[config.mk]
export PLATFORM = sky130hd
export DESIGN_NAME = pcm_int_to_float_converter_unit
export DESIGN_NICKNAME = d
export VERILOG_FILES = /design/src/rtl/core/pcmf_pkg.sv /design/src/rtl/core/pcmf_front.sv /design/src/rtl/core/pcmf_norm.sv /design/src/rtl/core/pcmf_round.sv /design/src/rtl/core/pcm_int_to_float_converter_unit.sv
export VERILOG_INCLUDE_DIRS = /design/src /design/src/rtl/core
export SDC_FILE = /design/constraint.sdc
export NUM_CORES = 1
export LEC_CHECK = 0
export BUFFER_PORTS_ARGS = -buffer_cell sky130_fd_sc_hd__buf_2
export CORE_MARGIN = 2
export CORE_UTILIZATION = 55
export CTS_BUF_LIST = sky130_fd_sc_hd__clkbuf_2 sky130_fd_sc_hd__clkbuf_4 sky130_fd_sc_hd__clkbuf_8
export CTS_CLUSTER_DIAMETER = 60
export DETAILED_ROUTE_END_ITERATION = 16
export PLACE_DENSITY = 0.73
export SYNTH_ARGS = -nofsm -noshare
export SYNTH_HDL_FRONTEND = slang
export SYNTH_SLANG_ARGS = --single-unit
[constraint.sdc]
create_clock -name clock -period 16.6 [get_ports clock]
set_input_delay 3.32 -clock clock [delete_from_list [all_inputs] [get_ports clock]]
set_output_delay 3.32 -clock clock [all_outputs]
set_load 0.05 [all_outputs]
[src/rtl/core/pcm_int_to_float_converter_unit_assert.svh]
// assertion macros for the pcm integer to float converter
`ifndef PCM_INT_TO_FLOAT_CONVERTER_UNIT_ASSERT_SVH
`define PCM_INT_TO_FLOAT_CONVERTER_UNIT_ASSERT_SVH

// implication checked on every clock edge outside reset
`define PCMF_ASSERT_IMPL(lbl, ante, cons) \
   lbl: assert property (@(posedge clock) disable iff (reset) (ante) |-> (cons)) \
      else $error("pcmf assertion failed");

// a stalled transfer keeps its valid and its data until taken
`define PCMF_ASSERT_HOLD(lbl, vld, rdy, dat) \
   lbl: assert property (@(posedge clock) disable iff (reset) \
      (vld) && !(rdy) |=> (vld) && $stable(dat)) \
      else $error("pcmf stalled transfer changed");

`endif

[src/rtl/core/pcmf_pkg.sv]
// shared types and codes of the pcm integer to float converter
package pcmf_pkg;

   localparam logic [1:0] FMT_I16_LE = 2'd0;
   localparam logic [1:0] FMT_I16_BE = 2'd1;
   localparam logic [1:0] FMT_I32_LE = 2'd2;
   localparam logic [1:0] FMT_I32_BE = 2'd3;

   localparam logic [7:0] EXP_BASE_I16 = 8'd127;
   localparam logic [7:0] EXP_BASE_I32 = 8'd136;

   typedef struct packed {
      logic        sign;
      logic        zero;
      logic        is16;
      logic        sticky;
      logic [40:0] q;
   } frac_type;

   typedef struct packed {
      logic        sign;
      logic        zero;
      logic        sticky;
      logic [7:0]  exp;
      logic [40:0] n;
   } shift_type;

endpackage

[src/rtl/core/pcmf_front.sv]
// byte ordering, magnitude and scaled quotient stage
module pcmf_front import pcmf_pkg::*; (
   input  logic        clock,
   input  logic        reset,
   input  logic [1:0]  fmt,
   input  logic        in_valid,
   output logic        in_ready,
   input  logic [31:0] raw,
   output logic        out_valid,
   input  logic        out_ready,
   output frac_type    out_data
);

   logic        valid_ff, valid_in;
   frac_type    data_ff, data_in;
   logic [15:0] v16, mag16;
   logic [31:0] v32, mag32;

   always_comb begin
      v16 = raw[15:0];
      v32 = raw;
      unique case (fmt)
         FMT_I16_LE: v16 = raw[15:0];
         FMT_I16_BE: v16 = {raw[7:0], raw[15:8]};
         FMT_I32_LE: v32 = raw;
         FMT_I32_BE: v32 = {raw[7:0], raw[15:8], raw[23:16], raw[31:24]};
         default:    v32 = raw;
      endcase
      mag16 = v16[15] ? 16'(16'd0 - v16) : v16;
      mag32 = v32[31] ? 32'(32'd0 - v32) : v32;
      data_in = '0;
      if (!fmt[1]) begin
         data_in.sign = v16[15];
         data_in.zero = (mag16 == 16'd0);
         data_in.is16 = 1'b1;
         // mag / (2^15 - 1) repeats the 15-bit pattern of mag
         if (mag16 == 16'h7fff) begin
            data_in.q      = 41'h1_0000_0000_00;
            data_in.sticky = 1'b0;
         end else if (mag16 == 16'h8000) begin
            data_in.q      = 41'h100_0200_0400;
            data_in.sticky = 1'b1;
         end else begin
            data_in.q      = {1'b0, mag16[14:0], mag16[14:0], mag16[14:5]};
            data_in.sticky = 1'b1;
         end
      end else begin
         data_in.sign   = v32[31];
         data_in.zero   = (mag32 == 32'd0);
         data_in.is16   = 1'b0;
         data_in.sticky = 1'b0;
         data_in.q      = {9'd0, mag32};
      end
   end

   assign in_ready = !valid_ff || out_ready;
   assign valid_in = in_ready ? in_valid : valid_ff;

   always_ff @(posedge clock) begin
      if (reset) begin
         valid_ff <= 1'b0;
      end else begin
         valid_ff <= valid_in;
      end
      if (in_ready && in_valid) begin
         data_ff <= data_in;
      end
   end

   assign out_valid = valid_ff;
   assign out_data  = data_ff;

`include "pcm_int_to_float_converter_unit_assert.svh"
   `PCMF_ASSERT_IMPL(a_q16_nonzero, valid_ff && data_ff.is16 && !data_ff.zero, data_ff.q[40:25] != 16'd0)
   `PCMF_ASSERT_IMPL(a_q32_narrow, valid_ff && !data_ff.is16, data_ff.q[40:32] == 9'd0 && !data_ff.sticky)

endmodule

[src/rtl/core/pcmf_norm.sv]
// leading zero count stage followed by normalizing shift stage
module pcmf_norm import pcmf_pkg::*; (
   input  logic      clock,
   input  logic      reset,
   input  logic      in_valid,
   output logic      in_ready,
   input  frac_type  in_data,
   output logic      out_valid,
   input  logic      out_ready,
   output shift_type out_data
);

   logic        lz_valid_ff, lz_valid_in, lz_ready;
   frac_type    lz_data_ff;
   logic [5:0]  lz_ff, lz_in;
   logic [7:0]  exp_ff, exp_in;
   logic        sh_valid_ff, sh_valid_in;
   shift_type   sh_data_ff, sh_data_in;

   always_comb begin
      lz_in = 6'd0;
      for (int i = 0; i <= 40; i++) begin
         if (in_data.q[i]) begin
            lz_in = 6'(40 - i);
         end
      end
      exp_in = (in_data.is16 ? EXP_BASE_I16 : EXP_BASE_I32) - {2'b00, lz_in};
   end

   assign lz_ready    = !sh_valid_ff || out_ready;
   assign in_ready    = !lz_valid_ff || lz_ready;
   assign lz_valid_in = in_ready ? in_valid : lz_valid_ff;
   assign sh_valid_in = lz_ready ? lz_valid_ff : sh_valid_ff;

   always_comb begin
      sh_data_in.sign   = lz_data_ff.sign;
      sh_data_in.zero   = lz_data_ff.zero;
      sh_data_in.sticky = lz_data_ff.sticky;
      sh_data_in.exp    = exp_ff;
      sh_data_in.n      = lz_data_ff.q << lz_ff;
   end

   always_ff @(posedge clock) begin
      if (reset) begin
         lz_valid_ff <= 1'b0;
         sh_valid_ff <= 1'b0;
      end else begin
         lz_valid_ff <= lz_valid_in;
         sh_valid_ff <= sh_valid_in;
      end
      if (in_ready && in_valid) begin
         lz_data_ff <= in_data;
         lz_ff      <= lz_in;
         exp_ff     <= exp_in;
      end
      if (lz_ready && lz_valid_ff) begin
         sh_data_ff <= sh_data_in;
      end
   end

   assign out_valid = sh_valid_ff;
   assign out_data  = sh_data_ff;

`include "pcm_int_to_float_converter_unit_assert.svh"
   `PCMF_ASSERT_IMPL(a_normalized, sh_valid_ff && !sh_data_ff.zero, sh_data_ff.n[40])

endmodule

[src/rtl/core/pcmf_round.sv]
// round to nearest even and pack stage with output register
module pcmf_round import pcmf_pkg::*; (
   input  logic        clock,
   input  logic        reset,
   input  logic        in_valid,
   output logic        in_ready,
   input  shift_type   in_data,
   output logic        out_valid,
   input  logic        out_ready,
   output logic [31:0] out_data
);

   logic        valid_ff, valid_in;
   logic [31:0] data_ff, data_in;
   logic [24:0] sum;
   logic [7:0]  exp;
   logic        guard, rest, inc;

   always_comb begin
      guard = in_data.n[16];
      rest  = (|in_data.n[15:0]) | in_data.sticky;
      inc   = guard & (rest | in_data.n[17]);
      sum   = {1'b0, in_data.n[40:17]} + {24'd0, inc};
      exp   = in_data.exp + {7'd0, sum[24]};
      data_in = in_data.zero ? 32'd0 : {in_data.sign, exp, sum[22:0]};
   end

   assign in_ready = !valid_ff || out_ready;
   assign valid_in = in_ready ? in_valid : valid_ff;

   always_ff @(posedge clock) begin
      if (reset) begin
         valid_ff <= 1'b0;
      end else begin
         valid_ff <= valid_in;
      end
      if (in_ready && in_valid) begin
         data_ff <= data_in;
      end
   end

   assign out_valid = valid_ff;
   assign out_data  = data_ff;

`include "pcm_int_to_float_converter_unit_assert.svh"
   `PCMF_ASSERT_IMPL(a_no_denormal, valid_ff && data_ff[30:23] == 8'd0, data_ff == 32'd0)
   `PCMF_ASSERT_HOLD(a_out_hold, valid_ff, out_ready, data_ff)

endmodule

[src/rtl/core/pcm_int_to_float_converter_unit.sv]
// top level of the pcm integer to float converter
// Converts one raw PCM word per transfer into an IEEE single-precision
// pattern: 16-bit samples are scaled by 1/32767, 32-bit samples by 2^-31,
// both rounded to nearest even. The csr register picks the format
// (0 int16 le, 1 int16 be, 2 int32 le, 3 int32 be); write it only while
// idle. The pipeline has four register stages (byte order and quotient,
// leading zero count, normalizing shift, rounding); a sample passes them
// in that order before rsp_tvalid rises, and one sample per cycle is taken
// while the result side does not stall; a full stage holds only while the
// stage after it cannot take its item.
module pcm_int_to_float_converter_unit import pcmf_pkg::*; (
   input  logic        clock,
   input  logic        reset,
   input  logic        csr_we,
   input  logic [1:0]  csr_wdata,
   input  logic        req_tvalid,
   output logic        req_tready,
   input  logic [31:0] req_tdata,   // raw_word
   output logic        rsp_tvalid,
   input  logic        rsp_tready,
   output logic [31:0] rsp_tdata    // float_bits
);

   logic [1:0] fmt_ff;
   logic       f_valid, f_ready, n_valid, n_ready;
   frac_type   f_data;
   shift_type  n_data;

   always_ff @(posedge clock) begin
      if (reset) begin
         fmt_ff <= FMT_I16_LE;
      end else if (csr_we) begin
         fmt_ff <= csr_wdata;
      end
   end

   pcmf_front u_front (
      .clock     (clock),
      .reset     (reset),
      .fmt       (fmt_ff),
      .in_valid  (req_tvalid),
      .in_ready  (req_tready),
      .raw       (req_tdata),
      .out_valid (f_valid),
      .out_ready (f_ready),
      .out_data  (f_data)
   );

   pcmf_norm u_norm (
      .clock     (clock),
      .reset     (reset),
      .in_valid  (f_valid),
      .in_ready  (f_ready),
      .in_data   (f_data),
      .out_valid (n_valid),
      .out_ready (n_ready),
      .out_data  (n_data)
   );

   pcmf_round u_round (
      .clock     (clock),
      .reset     (reset),
      .in_valid  (n_valid),
      .in_ready  (n_ready),
      .in_data   (n_data),
      .out_valid (rsp_tvalid),
      .out_ready (rsp_tready),
      .out_data  (rsp_tdata)
   );

endmodule
# Word level (Yosys, flattened, before mapping)
# Cells that the tools add are included.
# word_totals
wordCells,103
output_inout_bits,34
in_bits,39
ff_bits,193
# op_classes
bitwise,3
n_shift,1
reduce_logical,17
n_eq_ne,4
add_sub_neg,5
muxes,49
# ops
op,count
2-to-1 mux 6 bit,41
2-to-1 mux 32 bit,2
2-to-1 mux 45 bit,1
2-to-1 mux 42 bit,1
2-to-1 mux 41 bit,1
<< shifter 41 x 6 -> 41 bit,1
zero test 32 bit,1
2-to-1 mux 16 bit,2
subtractor 1 x 32 -> 32 bit (first input constant),1
adder 24 x 1 -> 25 bit,1
== test 16 x 15 -> 1 bit (second input constant),1
== test 16 bit (second input constant),1
zero test 16 bit,1
OR reduction 16 bit,1
subtractor 1 x 16 -> 16 bit (first input constant),1
adder 8 x 1 -> 8 bit,1
2-to-1 mux 8 bit,1
subtractor 8 x 6 -> 8 bit,1
logical AND 1 bit,4
zero test 1 bit,4
logical OR 1 bit,4
OR reduction 3 bit,1
== test 2 x 1 -> 1 bit (second input constant),1
== test 2 bit (second input constant),1
other kinds (3),4

# Depth between registers and ports, before layout
# Gate-level depths: netlist of run 1.
# logic_depth
depth_word,42
ltp_mapped,17
depth_no_buf,17

# Hierarchy
# Synthesis of run 1 repeated with hierarchy kept, for this count alone.
# unflattened
hier_cells,1258
hier_area_um2,12886.1
# modules_own_cells
mod,seq_area_each_um2,cells_per_inst,area_per_inst_um2,instances
pcmf_norm,3343.2,571,6389.9,1
pcmf_front,1371.3,511,4586.9,1
pcmf_round,980.9,170,1841.8,1
pcm_int_to_float_converter_unit,40.0,6,67.6,1

# Worst setup path after synthesis of run 1
# OpenSTA, ideal clock, no wires.
# synth_path
kind,in2reg
start,input port rsp_tready
end,"register u_norm.sh_data_ff, in the netlist u_norm.out_data[0], enable pin"
path_stages,2
setup_time_ns,0.541
required_ns,16.059
arrival_ns,7.204
n_path_buf,0
setup_slack_ns,8.855
path_cell_list,nor2b_1 -> a21boi_0
# synth_between
elab_chain_len,3
# synth_rtl
item,line,rtl
from (decl),pcm_int_to_float_converter_unit.sv:20,"input logic rsp_tready,"
logical OR 1 bit,pcmf_round.sv:28,assign in_ready = !valid_ff || out_ready;
logical OR 1 bit,pcmf_norm.sv:30,assign lz_ready = !sh_valid_ff || out_ready;
logical AND 1 bit,pcmf_norm.sv:56,if (lz_ready && lz_valid_ff) begin
to (signal assigned),pcmf_norm.sv:57,sh_data_ff <= sh_data_in;
to (decl),pcmf_norm.sv:18,"shift_type sh_data_ff, sh_data_in;"
# No other way between the ends.
# A chain may end at the register's enable or synchronous reset.

# Final worst setup path of run 1
# layout_path
start,input port rsp_tready
end,output port req_tready
# layout_between
elab_chain_len,4
# layout_rtl
item,line,rtl
logical OR 1 bit,pcmf_round.sv:28,
logical OR 1 bit,pcmf_norm.sv:30,
logical OR 1 bit,pcmf_norm.sv:31,assign in_ready = !lz_valid_ff || lz_ready;
logical OR 1 bit,pcmf_front.sv:56,assign in_ready = !valid_ff || out_ready;
to (decl),pcm_int_to_float_converter_unit.sv:17,"output logic req_tready,"
# No other way between the ends.

==> results of run 1 <==
worst min path at each step:
stage	start	endpoint	slack [ps]
final	u_norm.exp_ff[0]	u_norm.out_data[41]	420
after global routing	u_norm.exp_ff[3]	u_norm.out_data[44]	440
after CTS	u_norm.exp_ff[0]	u_norm.out_data[41]	430
after detailed placement	u_norm.exp_ff[0]	u_norm.out_data[41]	410
after global placement	u_norm.exp_ff[1]	u_norm.out_data[42]	400
after floorplan	u_front.out_data[41]	u_norm.lz_data_ff[41]	400
logic make-up after synthesis:
group                    after synthesis  share of synthesized area, %
flip-flops                           193                          46.7
AO/OA/AOI/OAI                        235                          12.7
buffers and inverters                116                          4.09
adder cells (fa/ha/maj)               12                          1.28
multiplexers                         133                          13.0
AND/OR/NAND/NOR                      442                          16.9
XOR/XNOR                              74                          5.28
per-stage QoR:
stage          instances  hold slack, ps  total power (µW)  setup WS, ps  cell area [µm²]
2_1_floorplan       1205             400               751          8860            12300
3_3_place_gp        1492             402               805          8830            12800
3_5_place_dp        1492             409               810          8790            12800
4_1_cts             1524             428              1140          8790            13200
5_1_grt             1524             437              1180          8650            13200
6_report            1524             420              1130          8800            13200
sequential cells by signal, summed over array words and instances, names as in the netlist, 2 cells and up:
register,count
u_round.out_data,32
u_norm.lz_data_ff,44
u_front.out_data,45
u_norm.exp_ff,8
u_norm.lz_ff,6
fmt_ff,2
u_norm.out_data,52
synth_stat cells (all sizes together) (12+ instances only):
cell type  instances  area share, %
edfxtp           187             46
nor2             153            4.7
nand2            136            4.2
mux2i             88            7.2
a21oi             66            2.7
clkbuf            52            1.6
o21ai             49            2.0
xnor2             40            2.9
inv               36            1.1
xor2              34            2.4
nand3             28            1.1
mux2              27            2.5
buf               26            1.3
a211oi            22            1.4
nor4              20            1.0
nor3              19           0.82
a31oi             18           0.92
mux4              18            3.3
nor2b             15           0.76
and2              12           0.61
nand4             12           0.61
o22ai             12           0.61
routing by layer:
layer  vias to the layer above  global-route usage, %
met5                         -                      0
met4                         0                   11.4
met3                        67                   3.15
met2                       262                   43.6
met1                      4267                   28.6
li1                       4479                      -
power by group through the flow:
stage | Clock [µW] | Sequential [µW] | Combinational [µW]
after floorplan | 0 | 600 | 151
after global placement | 0 | 603 | 202
after detailed placement | 0 | 604 | 205
after CTS | 339 | 593 | 207
after global routing | 357 | 597 | 228
final | 333 | 593 | 209
cell type report:
type | instances | area, µm² | share of cell area [%]
clock inverters | 15 | 224 | 1.69
repair buffers | 85 | 458 | 3.47
clock buffers | 17 | 234 | 1.77
multi-input cells | 896 | 6070 | 45.9
inverters | 38 | 143 | 1.08
flip-flops and latches | 193 | 5740 | 43.4
well taps | 280 | 350 | 2.65
==> results.sh, run 1 <==
export IMPL_h_tree_depth=4
export IMPL_max_cap_violations=0
export IMPL_r2r_cells=10
export IMPL_layout_commonest_cell="edfxtp_1"
export IMPL_crit_top_cell="buf_2"
export IMPL_status="completed"
export IMPL_path_delay_family="simple AND/OR/NAND/NOR gates"
export IMPL_hold_viol=0
export IMPL_antennaDiodeCount=0
export IMPL_area_growth_pct=7.69
export IMPL_min_path_cells=0
export IMPL_synth_cells=1205
export IMPL_track_usage_pct=24.2
export IMPL_first_pass_iters=5
export IMPL_setup_tns_final_ps=0
export IMPL_layout_common_cells="187 x edfxtp_1, 153 x nor2_1, 136 x nand2_1"
export IMPL_drcViolationCount=0
export IMPL_p_int_uw=803
export IMPL_cp_required_ps=13280
export IMPL_switching_share_pct=29.2
export IMPL_cts_setup_buffers=0
export IMPL_seq_power_share_pct=52.3
export IMPL_worstMarginPinSlew_ps=1170
export IMPL_postRouteWirelength_um=28100
export IMPL_hold_buffers=0
export IMPL_clock_fmax_ghz=0.128
export IMPL_die_area_um2=23500
export IMPL_cp_startpoint="rsp_tready"
export IMPL_grt_remaining_overflow=0
export IMPL_ant_nets=0
export IMPL_r2r_setup_slack_ps=12130
export IMPL_fin_util_pct=60.4
export IMPL_power_frac_comb_pct=18.4
export IMPL_fin_crit_sh_pct=47.0
export IMPL_first_iter_violations=601
export IMPL_grt_setup_unrepaired="false"
export IMPL_fin_skew_ps=17.7
export IMPL_synth_nets=1256
export IMPL_gp_congestion=0.948
export IMPL_highest_layer="met4"
export IMPL_wl_per_cell_um=18.4
export IMPL_die_w_um=153
export IMPL_p_leak_uw=0.00491
export IMPL_ys_seq_elements=193
export IMPL_ys_seq_area_share_pct=46.7
export IMPL_drive_gt1_share_pct=15.2
export IMPL_avgSynthCellArea_um2=10.2
export IMPL_grt_start_max_net_pins=59
export IMPL_cp_start_kind="input pin"
export IMPL_crit_arrival_ps=4480
export IMPL_antenna_found_initial=0
export IMPL_path_clk_slew_ps=110
export IMPL_die_h_um=153
export IMPL_start_util_pct=56.1
export IMPL_rows=54
export IMPL_p_sw_uw=332
export IMPL_cts_root_buf="clkbuf_8"
export IMPL_portBuffers=72
export IMPL_slowest_stage="and3_1"
export IMPL_clockPowerShare_pct=29.4
export IMPL_critPathMaxFanout=5
export IMPL_grt_pass1_vias=8847
export IMPL_max_slew_margin_pct=19.7
export IMPL_postSynth_asyncResetShare_pct=0
export IMPL_wl_met3_um=1040
export IMPL_worst_path_largest_cell_delay_ps=380
export IMPL_ir_drop_mv=0.0484
export IMPL_cts_tree="done"
export IMPL_cts_resized_gates=0
export IMPL_layout_nets=1282
export IMPL_slew_violations=0
export IMPL_holdCritPathClass="reg -> reg"
export IMPL_nFillCells=1871
export IMPL_synth_edff_count=187
export IMPL_core_area_um2=21900
export IMPL_critPathKind="in -> out"
export IMPL_clock_sinks=193
export IMPL_hpwl_um=21600
export IMPL_ys_warn_count=0
export IMPL_clkLatencyLatePin_ps=480
export IMPL_pin_count=73
export IMPL_fin_crit_ps=7800
export IMPL_numCtsBuffers=17
export IMPL_setup_viol=0
export IMPL_critPathCaptureType="primary output"
export IMPL_crit_chain="buf_2 > nor2b_1 > and3_1 > nand2_1 > buf_2"
export IMPL_ys_flop_type="edfxtp_1"
export IMPL_p_per_area_nw_per_um2=85.9
export IMPL_grt_first_pass_wirelength_um=45100
export IMPL_crit_path_end="req_tready"
export IMPL_ys_types=79
export IMPL_timing_rr_end="u_front.out_data[7]"
export IMPL_via_count=9075
export IMPL_cts_buffer_depth=2
export IMPL_vias_per_cell=5.95
export IMPL_timing_rr_start="fmt_ff[0]"
export IMPL_cp_buffers_inverters=2
export IMPL_synth_area_um2=12300
export IMPL_wl_met2_um=14600
export IMPL_cp_depth=5
export IMPL_wl_met1_um=11300
Note: power is estimated with default switching activity, not from simulation.
==> inputs of run 2 (changes only) <==
ABC_AREA = 1   (was not set)
PLACE_DENSITY = 0.76   (was 0.73)
clock period = 6.8 ns   (was 16.6 ns; I/O delays follow)
==> run 2 against run 1 <==
Effect of this change: sequential power rose by 140%; sequential share of layout area increased by 2.4 points; worst hold slack better by 9.1 ps; non-clock buffer count down 5; critical path type is now reg -> reg; combinational power is 130% higher; flip-flop and latch count did not move; routed wire length shrank 11%; largest power group unchanged.
==> results.sh, run 2 <==
export IMPL_status="completed"
export IMPL_synth_nets=1500
export IMPL_numCtsBuffers=17
export IMPL_slowest_stage="o21ai_1"
export IMPL_cts_resized_gates=0
export IMPL_critPathKind="reg -> reg"
export IMPL_nFillCells=1867
export IMPL_avgSynthCellArea_um2=7.99
export IMPL_cp_buffers_inverters=3
export IMPL_critPathMaxFanout=32
export IMPL_via_count=9413
export IMPL_regArea_um2=5740
export IMPL_layout_nets=1543
export IMPL_p_leak_uw=0.00535
export IMPL_grt_first_pass_wirelength_um=41300
export IMPL_min_path_cells=0
export IMPL_worstMarginPinSlew_ps=1140
export IMPL_core_area_um2=20800
export IMPL_synth_area_um2=11600
export IMPL_cts_setup_buffers=0
export IMPL_cp_startpoint="fmt_ff[1]"
export IMPL_r2r_cells=15
export IMPL_fin_skew_ps=18.6
export IMPL_max_slew_margin_pct=23.6
export IMPL_gp_congestion=0.959
export IMPL_cp_required_ps=7000
export IMPL_synth_most_common_cell="nand2_1"
export IMPL_min_to="u_norm.out_data[44]"
export IMPL_postRouteWirelength_um=25000
export IMPL_ant_nets=0
export IMPL_path_delay_family="simple AND/OR/NAND/NOR gates"
export IMPL_final_cell_area_um2=12500
export IMPL_postSynth_asyncResetShare_pct=0
export IMPL_drive_gt1_share_pct=9.97
export IMPL_ys_types=44
export IMPL_slew_violations=0
export IMPL_portBuffers=72
export IMPL_hold_buffers=0
export IMPL_grt_pass1_vias=8779
export IMPL_min_delay_start="u_norm.exp_ff[3]"
export IMPL_setup_viol=0
export IMPL_cts_root_buf="clkbuf_8"
export IMPL_ys_flop_type="edfxtp_1"
export IMPL_h_tree_depth=4
export IMPL_drcViolationCount=0
export IMPL_critPathCaptureType="flop"
export IMPL_ys_seq_elements=193
export IMPL_pin_count=73
export IMPL_die_h_um=149
export IMPL_dpl_instance_area_um2=12100
export IMPL_grt_start_max_net_pins=65
export IMPL_placed_cells=1748
export IMPL_crit_chain="inv_2 > nand2_2 > o21ai_1 > inv_1 > nor2_1 > xnor2_1 > nand2_1 > nor3_1 > nand3_1 > nor4_2 > a32oi_2 > nand2_4 > inv_2 > nand2_1 > o21ai_1"
export IMPL_hold_viol=0
export IMPL_timing_rr_start="fmt_ff[1]"
export IMPL_layout_common_cells="377 x nand2_1, 193 x inv_1, 187 x edfxtp_1"
export IMPL_grt_remaining_overflow=0
export IMPL_setup_tns_final_ps=0
export IMPL_fin_crit_ps=4470
export IMPL_path_clk_slew_ps=110
export IMPL_die_area_um2=22200
export IMPL_cp_start_kind="flop"
export IMPL_r2r_setup_slack_ps=2330
export IMPL_ys_seq_area_share_pct=49.6
export IMPL_worst_path_largest_cell_delay_ps=800
export IMPL_layout_commonest_cell="nand2_1"
export IMPL_holdCritPathClass="reg -> reg"
export IMPL_ys_warn_count=0
export IMPL_largest_register_ffs=52
export IMPL_ir_drop_mv=0.105
export IMPL_crit_arrival_ps=4660
export IMPL_antenna_found_initial=0
export IMPL_multiInputGateArea_um2=4810
export IMPL_cts_buffer_depth=2
export IMPL_yosysTopAreaCell="edfxtp_1"
export IMPL_die_w_um=149
export IMPL_clock_sinks=193
export IMPL_cts_tree="done"
export IMPL_synth_cells=1449
export IMPL_p_per_area_nw_per_um2=212
export IMPL_wl_per_cell_um=14.0
export IMPL_track_usage_pct=23.5
export IMPL_grt_setup_unrepaired="false"
export IMPL_synthTopCellsByCount="377 x nand2_1, 195 x inv_1, 187 x edfxtp_1"
export IMPL_synth_area_top_cells="edfxtp_1 49%, nand2_1 12%, inv_1 6.3%"
export IMPL_synth_edff_count=187
export IMPL_yosysTopAreaCellShare_pct=48.5
export IMPL_first_iter_violations=584
export IMPL_rows=53
export IMPL_vias_per_cell=5.29
export IMPL_area_growth_pct=8.19
export IMPL_hpwl_um=19700
export IMPL_first_pass_iters=5
export IMPL_start_util_pct=55.6
export IMPL_timing_rr_end="u_front.out_data[11]"
export IMPL_max_cap_violations=0
export IMPL_final_cells=1780
export IMPL_fin_crit_sh_pct=65.7
export IMPL_clkLatencyLatePin_ps=470
export IMPL_antennaDiodeCount=0
export IMPL_clock_fmax_ghz=0.224
==> run 2: changes by cell type after synthesis, sizes merged, moves of 20 or more <==
cell    previous run  this run
a21oi             66        40
mux2              27         0
nand3             28        61
a211oi            22         2
inv               36       214
xnor2             40        17
o21ai             49       163
mux2i             88         8
nand2            136       380
==> run 2: per-layer routing <==
layer  global-route usage [%]  wire [µm]  vias up
li1                         -          -     4868
met1                     28.1      10500     4207
met2                     41.1      12300      262
met3                     3.82        899       76
met4                     12.0       1210        0
met5                        0          0        -
==> run 2: area by class of cell <==
class                   instances  area share, %
flip-flops and latches        193           45.8
multi-input cells             985           38.4
inverters                     215           6.44
repair buffers                 80           3.36
well taps                     275           2.75
clock buffers                  17           1.87
clock inverters                15           1.38
==> run 2: per-stage QoR <==
step           setup WS (ps)  hold WS [ps]  util, %  power, µW
4_1_cts                 2440           431     60.1       2660
5_1_grt                 1740           441     60.1       2790
2_1_floorplan           2730           400        -       1800
6_report                2330           429     60.1       2650
3_3_place_gp            2570           403     58.2       1930
3_5_place_dp            2370           406     58.2       1940
==> run 2: worst max-delay path by stage <==
stage	depth (start not counted)	slack [ps]	to
finish	15	2330	u_front.out_data[11]
global placement	20	2570	u_front.out_data[43]
detailed placement	20	2370	u_front.out_data[43]
CTS	20	2440	u_front.out_data[43]
floorplan	8	2730	u_front.out_data[0]
global route	20	1740	u_front.out_data[43]
==> run 2: power by group <==
part / internal, µW / total (µW) / switching (µW)
Clock: 307 / 739 / 432
Combinational: 146 / 480 / 334
Sequential: 1390 / 1440 / 41.7
==> run 2: logic make-up (layout without fill, tap and decap cells) <==
group,after synthesis,after routing,synth area share (%)
flip-flops,193,193,49.6
buffers and inverters,271,327,8.98
multiplexers,8,8,0.692
AO/OA/AOI/OAI,254,254,12.1
adder cells (fa/ha/maj),12,12,1.36
AND/OR/NAND/NOR,665,665,23.8
XOR/XNOR,46,46,3.55
==> run 2: worst register-to-register path, stage by stage (launching register included) <==
cell,delay [ps]
dfxtp_1,480
inv_2,490
nand2_2,440
o21ai_1,800
inv_1,220
nor2_1,180
xnor2_1,180
nand2_1,90
nor3_1,210
nand3_1,130
nor4_2,360
a32oi_2,140
nand2_4,150
inv_2,70
nand2_1,140
o21ai_1,100
